===== config.mk =====
export PLATFORM = sky130hd
export DESIGN_NAME = pid_filtered_derivative
export DESIGN_NICKNAME = d
export VERILOG_FILES = /design/src/rtl/pidfd_pkg.sv /design/src/rtl/pid_filtered_derivative.sv /design/src/rtl/pidfd_mul.sv /design/src/rtl/pidfd_ctrl.sv
export SDC_FILE = /design/constraint.sdc
export NUM_CORES = 2
export LEC_CHECK = 0
export ABC_AREA = 1
export BUFFER_PORTS_ARGS = -buffer_cell sky130_fd_sc_hd__buf_2
export CORE_MARGIN = 3
export CORE_UTILIZATION = 45
export CTS_CLUSTER_DIAMETER = 40
export DETAILED_ROUTE_END_ITERATION = 7
export GPL_TIMING_DRIVEN = 0
export PLACE_DENSITY = 0.62
export SLEW_MARGIN = 20
export SYNTH_ARGS = -nofsm -noshare
export SYNTH_HDL_FRONTEND = slang
export SYNTH_SLANG_ARGS = --single-unit
export TNS_END_PERCENT = 100

===== constraint.sdc =====
create_clock -name clk -period 22.8 [get_ports clk]
set_input_delay 1.14 -clock clk [delete_from_list [all_inputs] [get_ports clk]]
set_output_delay 1.14 -clock clk [all_outputs]
set_load 0.02 [all_outputs]

===== src/rtl/pidfd_pkg.sv =====
// ----------------------------------------------------------------------------
// pidfd_pkg
// Shared types and constants of the filtered-derivative PID controller:
// field widths, register indexes, sequencer states and control structs.
// ----------------------------------------------------------------------------
`default_nettype none

package pidfd_pkg;

	localparam int unsigned DATA_W  = 16;
	localparam int unsigned GAIN_W  = 32;
	localparam int unsigned ERR_W   = 17;
	localparam int unsigned MUL_A_W = 33;
	localparam int unsigned MUL_B_W = 17;
	localparam int unsigned PROD_W  = 50;
	localparam int unsigned ACC_W   = 32;
	localparam int unsigned PTERM_W = 49;
	localparam int unsigned LAG_W   = 48;
	localparam int unsigned SUM_W   = 51;
	localparam int unsigned IDX_W   = 3;

	// Lag coefficients, k/65536, as positive signed multiplier operands.
	localparam logic signed [MUL_B_W-1:0] LAG1_GAIN = 17'sd25297;
	localparam logic signed [MUL_B_W-1:0] LAG2_GAIN = 17'sd28720;

	// Saturation bounds of the raw derivative, Q34.16.
	localparam logic signed [PROD_W-1:0] DSAT_HI = {4'b0000, {46{1'b1}}};
	localparam logic signed [PROD_W-1:0] DSAT_LO = {4'b1111, {46{1'b0}}};

	typedef enum logic [IDX_W-1:0] {
		REG_GAIN_P,
		REG_GAIN_I,
		REG_GAIN_D,
		REG_OUT_MIN,
		REG_OUT_MAX,
		REG_INTEG_MIN,
		REG_INTEG_MAX,
		REG_ENABLED
	} reg_idx_t;

	typedef enum logic [3:0] {
		ST_IDLE,
		ST_START,
		ST_P,
		ST_I,
		ST_D,
		ST_DSAT,
		ST_DIFF,
		ST_MH,
		ST_ML,
		ST_UPD,
		ST_FIN,
		ST_DONE
	} state_t;

	typedef enum logic [2:0] {
		MUL_P,
		MUL_I,
		MUL_D,
		MUL_LH,
		MUL_LL
	} mul_sel_t;

	typedef enum logic [1:0] {
		LAG_2A,
		LAG_2B,
		LAG_1
	} lag_t;

	typedef struct packed {
		logic     in_ready;
		logic     start;
		mul_sel_t mul_sel;
		logic     ld_pterm;
		logic     ld_integ;
		logic     ld_draw;
		logic     ld_diff;
		logic     ld_hi;
		logic     ld_lag;
		logic     finish;
		logic     deliver;
		lag_t     stage;
	} ctl_t;

	typedef struct packed {
		logic fire;
		logic run;
		logic out_free;
	} sts_t;

endpackage

`default_nettype wire


===== src/rtl/pid_filtered_derivative.sv =====
// ----------------------------------------------------------------------------
// pid_filtered_derivative
// PID controller with derivative on measurement, integrator anti-windup
// and a derivative smoothed by a second-order and a first-order lag.
// ----------------------------------------------------------------------------
// A running sample passes through the single 33x17 multiplier, used nine
// times, and through the three lag stages, which are updated one after the
// other. Disabled and priming samples skip both.
// A new sample is taken only after the result of the last one has gone
// into the output register.
// Reset (arst_n low) clears all controller state and configuration; the
// loop comes up enabled with zero gains and zero limits.
`default_nettype none

module pid_filtered_derivative
	import pidfd_pkg::*;
(
	input  wire logic              clk,
	input  wire logic              arst_n,
	// Configuration write port.
	input  wire logic              wr_en,
	input  wire logic [IDX_W-1:0]  wr_index,
	input  wire logic [GAIN_W-1:0] wr_data,
	// Input stream.
	input  wire logic              s_tvalid,
	output logic                   s_tready,
	input  wire logic [31:0]       s_tdata,   // [15:0] measurement, [31:16] setpoint
	// Output stream.
	output logic                   m_tvalid,
	input  wire logic              m_tready,
	output logic [15:0]            m_tdata,   // [15:0] drive
	output logic [0:0]             m_tuser    // [0] initializing
);

	ctl_t ctl;
	sts_t sts;

	// Configuration registers.
	logic signed [GAIN_W-1:0] gain_p_q, gain_i_q, gain_d_q;
	logic signed [DATA_W-1:0] out_min_q, out_max_q, integ_min_q, integ_max_q;
	logic                     enabled_q;
	logic                     lc_q;

	// Controller state.
	logic signed [ACC_W-1:0]  integ_q;
	logic signed [DATA_W-1:0] prev_meas_q;
	logic signed [DATA_W-1:0] prev_drive_q;
	logic signed [LAG_W-1:0]  lag2a_q, lag2b_q, lag1_q;
	logic                     primed_q;

	// Per-sample working registers.
	logic signed [DATA_W-1:0]  meas_q;
	logic signed [ERR_W-1:0]   err_q, dmeas_q;
	logic signed [PTERM_W-1:0] pterm_q;
	logic signed [LAG_W-1:0]   draw_q, diff_q;
	logic signed [PROD_W-1:0]  hi_q;
	logic signed [DATA_W-1:0]  res_drive_q;
	logic                      res_init_q;

	// Output register.
	logic              m_tvalid_q;
	logic [DATA_W-1:0] m_tdata_q;
	logic              m_tuser_q;

	logic                      s_fire;
	logic signed [DATA_W-1:0]  in_meas, in_sp;
	logic signed [DATA_W-1:0]  omin, omax, imin, imax;
	logic signed [ACC_W-1:0]   ilo32, ihi32, integ_lc;
	logic signed [DATA_W-1:0]  pd_clamp;
	logic signed [PROD_W-1:0]  ilo50, ihi50, integ_sum, integ_new;
	logic signed [PROD_W-1:0]  draw_sat;
	logic signed [LAG_W-1:0]   lag_x, lag_y;
	logic signed [MUL_B_W-1:0] lag_k;
	logic signed [PROD_W-1:0]  lag_new;
	logic signed [SUM_W-1:0]   olo51, ohi51, out_sum, out_clamped;
	logic signed [DATA_W-1:0]  drive_new;
	logic signed [MUL_A_W-1:0] mul_a;
	logic signed [MUL_B_W-1:0] mul_b;
	logic signed [PROD_W-1:0]  prod;

	assign s_fire       = s_tvalid && ctl.in_ready;
	assign s_tready     = ctl.in_ready;
	assign sts.fire     = s_fire;
	assign sts.run      = enabled_q && primed_q;
	assign sts.out_free = !m_tvalid_q || m_tready;

	assign in_meas = s_tdata[15:0];
	assign in_sp   = s_tdata[31:16];

	// Effective limits: an inverted pair counts as zero, and the integral
	// limits are narrowed into the output limits.
	always_comb begin
		omin = out_min_q;
		omax = out_max_q;
		imin = integ_min_q;
		imax = integ_max_q;
		if (out_min_q > out_max_q) begin
			omin = '0;
			omax = '0;
		end
		if (integ_min_q > integ_max_q) begin
			imin = '0;
			imax = '0;
		end
		if (imin < omin) imin = omin;
		if (imax > omax) imax = omax;
	end

	assign ilo32 = {imin, 16'h0000};
	assign ihi32 = {imax, 16'h0000};
	assign ilo50 = {{(PROD_W-ACC_W){imin[DATA_W-1]}}, imin, 16'h0000};
	assign ihi50 = {{(PROD_W-ACC_W){imax[DATA_W-1]}}, imax, 16'h0000};

	// Re-clamp after a limit change; the upper bound is tested first.
	always_comb begin
		if (prev_drive_q > omax)      pd_clamp = omax;
		else if (prev_drive_q < omin) pd_clamp = omin;
		else                          pd_clamp = prev_drive_q;
		if (integ_q > ihi32)          integ_lc = ihi32;
		else if (integ_q < ilo32)     integ_lc = ilo32;
		else                          integ_lc = integ_q;
	end

	// Integrator update with the ki*err product.
	assign integ_sum = {{(PROD_W-ACC_W){integ_q[ACC_W-1]}}, integ_q} + prod;
	always_comb begin
		if (integ_sum > ihi50)      integ_new = ihi50;
		else if (integ_sum < ilo50) integ_new = ilo50;
		else                        integ_new = integ_sum;
	end

	always_comb begin
		if (prod > DSAT_HI)      draw_sat = DSAT_HI;
		else if (prod < DSAT_LO) draw_sat = DSAT_LO;
		else                     draw_sat = prod;
	end

	always_comb begin
		unique case (ctl.stage)
			LAG_2A: begin
				lag_x = draw_q;
				lag_y = lag2a_q;
				lag_k = LAG2_GAIN;
			end
			LAG_2B: begin
				lag_x = lag2a_q;
				lag_y = lag2b_q;
				lag_k = LAG2_GAIN;
			end
			LAG_1: begin
				lag_x = lag2b_q;
				lag_y = lag1_q;
				lag_k = LAG1_GAIN;
			end
			default: begin
				lag_x = draw_q;
				lag_y = lag2a_q;
				lag_k = LAG2_GAIN;
			end
		endcase
	end

	// The difference is multiplied in two halves; the low half is unsigned
	// and nonnegative, so floor((hi*2^24 + lo) / 2^16) = hi*2^8 + (lo >> 16).
	assign lag_new = {{(PROD_W-LAG_W){lag_y[LAG_W-1]}}, lag_y} + (hi_q <<< 8)
		+ {16'h0000, prod[PROD_W-1:16]};

	assign out_sum = {{(SUM_W-PTERM_W){pterm_q[PTERM_W-1]}}, pterm_q}
		+ {{(SUM_W-ACC_W){integ_q[ACC_W-1]}}, integ_q}
		+ {{(SUM_W-LAG_W){lag1_q[LAG_W-1]}}, lag1_q};
	assign olo51 = {{(SUM_W-ACC_W){omin[DATA_W-1]}}, omin, 16'h0000};
	assign ohi51 = {{(SUM_W-ACC_W){omax[DATA_W-1]}}, omax, 16'h0000};
	always_comb begin
		if (out_sum > ohi51)      out_clamped = ohi51;
		else if (out_sum < olo51) out_clamped = olo51;
		else                      out_clamped = out_sum;
	end
	assign drive_new = out_clamped[31:16];

	always_comb begin
		unique case (ctl.mul_sel)
			MUL_P: begin
				mul_a = {gain_p_q[GAIN_W-1], gain_p_q};
				mul_b = err_q;
			end
			MUL_I: begin
				mul_a = {gain_i_q[GAIN_W-1], gain_i_q};
				mul_b = err_q;
			end
			MUL_D: begin
				mul_a = {gain_d_q[GAIN_W-1], gain_d_q};
				mul_b = dmeas_q;
			end
			MUL_LH: begin
				mul_a = {{(MUL_A_W-24){diff_q[LAG_W-1]}}, diff_q[LAG_W-1:24]};
				mul_b = lag_k;
			end
			MUL_LL: begin
				mul_a = {{(MUL_A_W-24){1'b0}}, diff_q[23:0]};
				mul_b = lag_k;
			end
			default: begin
				mul_a = '0;
				mul_b = '0;
			end
		endcase
	end

	pidfd_mul u_mul (
		.clk  (clk),
		.op_a (mul_a),
		.op_b (mul_b),
		.prod (prod)
	);

	pidfd_ctrl u_ctrl (
		.clk    (clk),
		.arst_n (arst_n),
		.sts    (sts),
		.ctl    (ctl)
	);

	// Configuration and controller state.
	always_ff @(posedge clk or negedge arst_n) begin
		if (!arst_n) begin
			gain_p_q     <= '0;
			gain_i_q     <= '0;
			gain_d_q     <= '0;
			out_min_q    <= '0;
			out_max_q    <= '0;
			integ_min_q  <= '0;
			integ_max_q  <= '0;
			enabled_q    <= 1'b1;
			lc_q         <= 1'b0;
			integ_q      <= '0;
			prev_meas_q  <= '0;
			prev_drive_q <= '0;
			lag2a_q      <= '0;
			lag2b_q      <= '0;
			lag1_q       <= '0;
			primed_q     <= 1'b0;
		end else begin
			if (wr_en) begin
				unique case (reg_idx_t'(wr_index))
					REG_GAIN_P:    gain_p_q <= wr_data;
					REG_GAIN_I:    gain_i_q <= wr_data;
					REG_GAIN_D:    gain_d_q <= wr_data;
					REG_OUT_MIN: begin
						out_min_q <= wr_data[DATA_W-1:0];
						lc_q      <= 1'b1;
					end
					REG_OUT_MAX: begin
						out_max_q <= wr_data[DATA_W-1:0];
						lc_q      <= 1'b1;
					end
					REG_INTEG_MIN: begin
						integ_min_q <= wr_data[DATA_W-1:0];
						lc_q        <= 1'b1;
					end
					REG_INTEG_MAX: begin
						integ_max_q <= wr_data[DATA_W-1:0];
						lc_q        <= 1'b1;
					end
					REG_ENABLED: begin
						enabled_q <= wr_data[0];
						if (!wr_data[0]) primed_q <= 1'b0;
					end
					default: lc_q <= lc_q;
				endcase
			end

			if (ctl.start) begin
				if (lc_q) begin
					prev_drive_q <= pd_clamp;
					integ_q      <= integ_lc;
					lc_q         <= 1'b0;
				end
				if (!enabled_q) begin
					primed_q <= 1'b0;
				end else if (!primed_q) begin
					integ_q      <= '0;
					prev_drive_q <= '0;
					prev_meas_q  <= meas_q;
					primed_q     <= 1'b1;
				end
			end

			// Integrate only while the previous drive lay strictly inside.
			if (ctl.ld_integ && prev_drive_q > omin && prev_drive_q < omax) begin
				integ_q <= integ_new[ACC_W-1:0];
			end

			if (ctl.ld_lag) begin
				unique case (ctl.stage)
					LAG_2A:  lag2a_q <= lag_new[LAG_W-1:0];
					LAG_2B:  lag2b_q <= lag_new[LAG_W-1:0];
					LAG_1:   lag1_q  <= lag_new[LAG_W-1:0];
					default: lag1_q  <= lag1_q;
				endcase
			end

			if (ctl.finish) begin
				prev_drive_q <= drive_new;
				prev_meas_q  <= meas_q;
			end
		end
	end

	// Working registers of the sample in progress.
	always_ff @(posedge clk) begin
		if (s_fire) begin
			meas_q  <= in_meas;
			err_q   <= ERR_W'(in_sp) - ERR_W'(in_meas);
			dmeas_q <= ERR_W'(prev_meas_q) - ERR_W'(in_meas);
		end
		if (ctl.start) begin
			res_drive_q <= '0;
			res_init_q  <= enabled_q && !primed_q;
		end
		if (ctl.ld_pterm) pterm_q <= prod[PTERM_W-1:0];
		if (ctl.ld_draw)  draw_q  <= draw_sat[LAG_W-1:0];
		if (ctl.ld_diff)  diff_q  <= lag_x - lag_y;
		if (ctl.ld_hi)    hi_q    <= prod;
		if (ctl.finish) begin
			res_drive_q <= drive_new;
			res_init_q  <= 1'b0;
		end
		if (ctl.deliver) begin
			m_tdata_q <= res_drive_q;
			m_tuser_q <= res_init_q;
		end
	end

	// A finished result waits here until the output transfer.
	always_ff @(posedge clk or negedge arst_n) begin
		if (!arst_n) begin
			m_tvalid_q <= 1'b0;
		end else if (ctl.deliver) begin
			m_tvalid_q <= 1'b1;
		end else if (m_tready) begin
			m_tvalid_q <= 1'b0;
		end
	end

	assign m_tvalid   = m_tvalid_q;
	assign m_tdata    = m_tdata_q;
	assign m_tuser[0] = m_tuser_q;

	a_init_zero: assert property (@(posedge clk) disable iff (!arst_n)
		m_tvalid && m_tuser[0] |-> m_tdata == '0)
		else $error("priming result carries a nonzero drive");

	a_one_at_a_time: assert property (@(posedge clk) disable iff (!arst_n)
		s_tvalid && s_tready |=> !s_tready)
		else $error("input taken while a sample is in progress");

	a_no_overwrite: assert property (@(posedge clk) disable iff (!arst_n)
		ctl.deliver |-> !m_tvalid_q || m_tready)
		else $error("result loaded over one not yet transferred");

	a_prime_flag: assert property (@(posedge clk) disable iff (!arst_n)
		$rose(primed_q) |-> res_init_q)
		else $error("state primed without an initializing result");

endmodule

`default_nettype wire


===== src/rtl/pidfd_mul.sv =====
// ----------------------------------------------------------------------------
// pidfd_mul
// Shared signed multiplier with a registered product. Every gain product
// and both halves of each lag product go through this one unit.
// ----------------------------------------------------------------------------
`default_nettype none

module pidfd_mul
	import pidfd_pkg::*;
(
	input  wire logic                      clk,
	input  wire logic signed [MUL_A_W-1:0] op_a,
	input  wire logic signed [MUL_B_W-1:0] op_b,
	output logic signed [PROD_W-1:0]       prod
);

	always_ff @(posedge clk) begin
		prod <= op_a * op_b;
	end

endmodule

`default_nettype wire


===== src/rtl/pidfd_ctrl.sv =====
// ----------------------------------------------------------------------------
// pidfd_ctrl
// Sequencer of the controller. It steps a running sample through the gain
// products, the integrator update and the three lag stages, and hands the
// datapath its operand selects and load strobes.
// ----------------------------------------------------------------------------
`default_nettype none

module pidfd_ctrl
	import pidfd_pkg::*;
(
	input  wire logic clk,
	input  wire logic arst_n,
	input  wire sts_t sts,
	output ctl_t      ctl
);

	state_t state_q, state_d;
	lag_t   lag_q;

	always_ff @(posedge clk or negedge arst_n) begin
		if (!arst_n) begin
			state_q <= ST_IDLE;
			lag_q   <= LAG_2A;
		end else begin
			state_q <= state_d;
			if (state_q == ST_DSAT) begin
				lag_q <= LAG_2A;
			end else if (state_q == ST_UPD) begin
				unique case (lag_q)
					LAG_2A:  lag_q <= LAG_2B;
					LAG_2B:  lag_q <= LAG_1;
					default: lag_q <= LAG_2A;
				endcase
			end
		end
	end

	always_comb begin
		state_d = state_q;
		unique case (state_q)
			ST_IDLE:  if (sts.fire) state_d = ST_START;
			ST_START: state_d = sts.run ? ST_P : ST_DONE;
			ST_P:     state_d = ST_I;
			ST_I:     state_d = ST_D;
			ST_D:     state_d = ST_DSAT;
			ST_DSAT:  state_d = ST_DIFF;
			ST_DIFF:  state_d = ST_MH;
			ST_MH:    state_d = ST_ML;
			ST_ML:    state_d = ST_UPD;
			ST_UPD:   state_d = (lag_q == LAG_1) ? ST_FIN : ST_DIFF;
			ST_FIN:   state_d = ST_DONE;
			ST_DONE:  if (sts.out_free) state_d = ST_IDLE;
			default:  state_d = ST_IDLE;
		endcase
	end

	always_comb begin
		ctl          = '0;
		ctl.mul_sel  = MUL_P;
		ctl.stage    = lag_q;
		unique case (state_q)
			ST_IDLE:  ctl.in_ready = 1'b1;
			ST_START: ctl.start = 1'b1;
			ST_P:     ctl.mul_sel = MUL_P;
			ST_I: begin
				ctl.mul_sel  = MUL_I;
				ctl.ld_pterm = 1'b1;
			end
			ST_D: begin
				ctl.mul_sel  = MUL_D;
				ctl.ld_integ = 1'b1;
			end
			ST_DSAT:  ctl.ld_draw = 1'b1;
			ST_DIFF:  ctl.ld_diff = 1'b1;
			ST_MH:    ctl.mul_sel = MUL_LH;
			ST_ML: begin
				ctl.mul_sel = MUL_LL;
				ctl.ld_hi   = 1'b1;
			end
			ST_UPD:   ctl.ld_lag = 1'b1;
			ST_FIN:   ctl.finish = 1'b1;
			ST_DONE:  ctl.deliver = sts.out_free;
			default:  ctl.in_ready = 1'b0;
		endcase
	end

endmodule

`default_nettype wire

==> metrics.cfg <==
[timing]
slew-limit-headroom_pct=19.7
maxSlewViolCount=0
rsz0062_at_grt=no
max_freq_mhz=93.1
hold_viol=0
final.setup.tns_ns=0
layout_worst_path_cycle_share_pct=47.1
min_period_ns=10.74
finalClockSkew_ns=0.0597
worstMarginPinSlew_ns=1.19
setup_viol=0

[critical_path]
critPathArrivalTime_ns=11.29
slowest_delay_ns=0.62
start_kind=register
cp_slowest_cell=nor2_1
worstSetupStartpoint=u_ctrl.state_q[2]
cp_max_fo=10
crit_path_end_kind=register
cpMostUsedCell=inv_1
path_class=reg2reg
r2r_cells=42
regToRegEndpoint=u_mul.prod[48]
worstSetupPathDepth=42
crit_required_ns=23.35
endpoint=u_mul.prod[48]
crit_family=adder cells
reg2reg_from=u_ctrl.state_q[2]
path_buf_inv=12
r2r_setup_slack_ns=12.06

[synthesis]
syn_nets=9009
synth-seq-area-share_pct=28.2
synth_common_cells=nand2_1 (1,626), inv_1 (1,420), ha_1 (626)
yosys.area.top_type_share_pct=18.5
synth_most_common_cell=nand2_1
yosys_warnings=0
syn_avg_cell_area_sq_um=8.52
ys_top_cells_by_area=fa_1 (19%), dfrtp_1 (14%), edfxtp_1 (12%), ha_1 (12%), nand2_1 (9.3%)
synthCells=7704
synth-seq-cells=697
ys_types=71
syn_area_sq_um=65600
yosys.area.top_type=fa_1
synth-edff-count=268
ys.flop_type=dfrtp_1
synthArstFlopShare_pct=54.2

[route]
wl_per_cell_microns=22.4
vias=55168
route.detailed.drc=0
viasPerCell=5.55
dr.pass1.iters=7
wl_microns=223000
ant_nets=0
drt_iter0_markers=5461

[die]
die_area_sq_um=150000
initial_core_util_pct=45.5
fp.dieH_microns=388
die_x_microns=388
rows=139
ios=91
core_area_sq_um=144000

[placed_design]
place_hpwl_microns=181000
place_congestion=1.01
io_buffers=90

[finish]
drive_gt1_share_pct=5.47
nets=9236
syn2layout_area_growth_pct=11.0

[clocking]
clockBufferDepth=3
cts-buffers-inserted=112
cts_tree=built
cts_hold_buf=0
clk_pin_slew_worst_paths_ns=0.06
cts_resized=0
cts-root-buf=clkbuf_16
clock_latency_ns=0.73
cts_max_level=3
cts.sinks=697
postCtsSetupRepairBufs=0

[status]
status=complete, no violations

[global_routing]
grt_pass1_wl_microns=336000
grt_max_degree=98
grt_antenna_before_repair=6
grtUsageTotal_pct=29.4
first_global_vias=54986
gr-total-overflow=0

[job]
cap_violations=0

[worst_hold_path]
hold_class=in2async

area by class of cell:
class,instances,area [sq um]
fillers,13709,71400
well taps,1903,2380
flip-flops and latches,697,18500
diodes,4,10.0
multi-input cells,5324,40800
repair buffers,113,865
plain buffers,253,990
clock inverters,77,856
clock buffers,137,2990
inverters,1430,5370
sequential cells by signal, indices dropped and copies added (netlist names), 17 cells and up:
name / flops
draw_q: 48
dmeas_q: 17
diff_q: 48
gain_d_q: 32
gain_p_q: 32
hi_q: 40
u_mul.prod: 50
gain_i_q: 32
pterm_q: 49
err_q: 17
integ_q: 32
lag2a_q: 48
lag1_q: 48
lag2b_q: 48
logic make-up after synthesis:
kind of cell	count (synthesis)	share of synthesized area, %
DFF	697	28.2
AOI/OAI and AO/OA	1512	13.7
adders and majority gates	1233	30.5
buffers and inverters	1683	9.68
muxes	14	0.240
xor gates and xnor gates	273	3.64
and+or+nand+nor	2292	14.1
worst reg2reg max path, delay by kind of cell, from the launching register on:
family / cells / cell delay (ns)
xor+xnor: 1 / 0.15
compound gates: 13 / 2.65
simple gates: 9 / 1.55
fa+ha+maj: 7 / 3.42
buf+inv: 12 / 2.45
flops: 1 / 0.37
worst min path at each step:
stage / endpoint / slack [ns] / depth (start not counted)
after floorplan: m_tdata[0] / 0.40 / 0
after global placement: m_tdata[2] / 0.40 / 0
after detailed placement: m_tdata[9] / 0.41 / 0
after CTS: prev_drive_q[14] / 0.18 / 1
after global routing: prev_drive_q[14] / 0.21 / 1
final: prev_drive_q[14] / 0.23 / 1
cell usage in the layout (no fill, tap or decap), types with 12 or more instances in the layout:
master and instances:
a21oi_1 471, buf_1 18, a21boi_1 12, a22o_1 30
a221o_1 94, and3_1 13, nor3_1 34, edfxtp_1 268
nand4_1 57, clkinv_4 14, nand2_1 1624, o21ai_2 15
fa_1 607, xnor2_1 100, o21ai_0 573, o221ai_1 17
o211ai_1 52, nor2_1 367, dfrtp_1 376, a31oi_1 58
nor4_1 18, nand3_1 124, o21ai_1 49, clkbuf_16 115
inv_8 13, nand2_2 19, buf_2 96, a211oi_1 19
ha_1 626, inv_1 1420, xor2_1 173, o21a_1 19
clkbuf_1 242, inv_6 20, o21bai_1 15, mux2_2 14
dfxtp_1 51
routing by layer:
| layer | up-vias | part of all wire (%) | GRT usage, % |
|---|---|---|---|
| li1 | 25475 | - | - |
| met1 | 26835 | 41 | 39.4 |
| met2 | 2379 | 45 | 46.2 |
| met3 | 479 | 8.8 | 5.17 |
| met4 | 0 | 5.7 | 14.1 |
| met5 | - | 0 | 0 |
stage by stage:
| step | worst slack [ns] | cells | utilization (%) | cell area [sq um] | hold slack [ns] |
|---|---|---|---|---|---|
| finish | 12.06 | 9938 | 50.5 | 72800 | 0.229 |
| global route | 11.40 | 9934 | 50.5 | 72800 | 0.210 |
| CTS | 12.19 | 9934 | 50.5 | 72800 | 0.179 |
| detailed placement | 12.26 | 9720 | 47.8 | 69000 | 0.406 |
| global placement | 10.77 | 9697 | 47.5 | 68400 | 0.402 |
| floorplan | 13.69 | 7704 | - | 65600 | 0.400 |
Power is left out: the tool's default activity adds up to more than one toggle a clock period on the data nets, which glitch-free logic cannot reach.
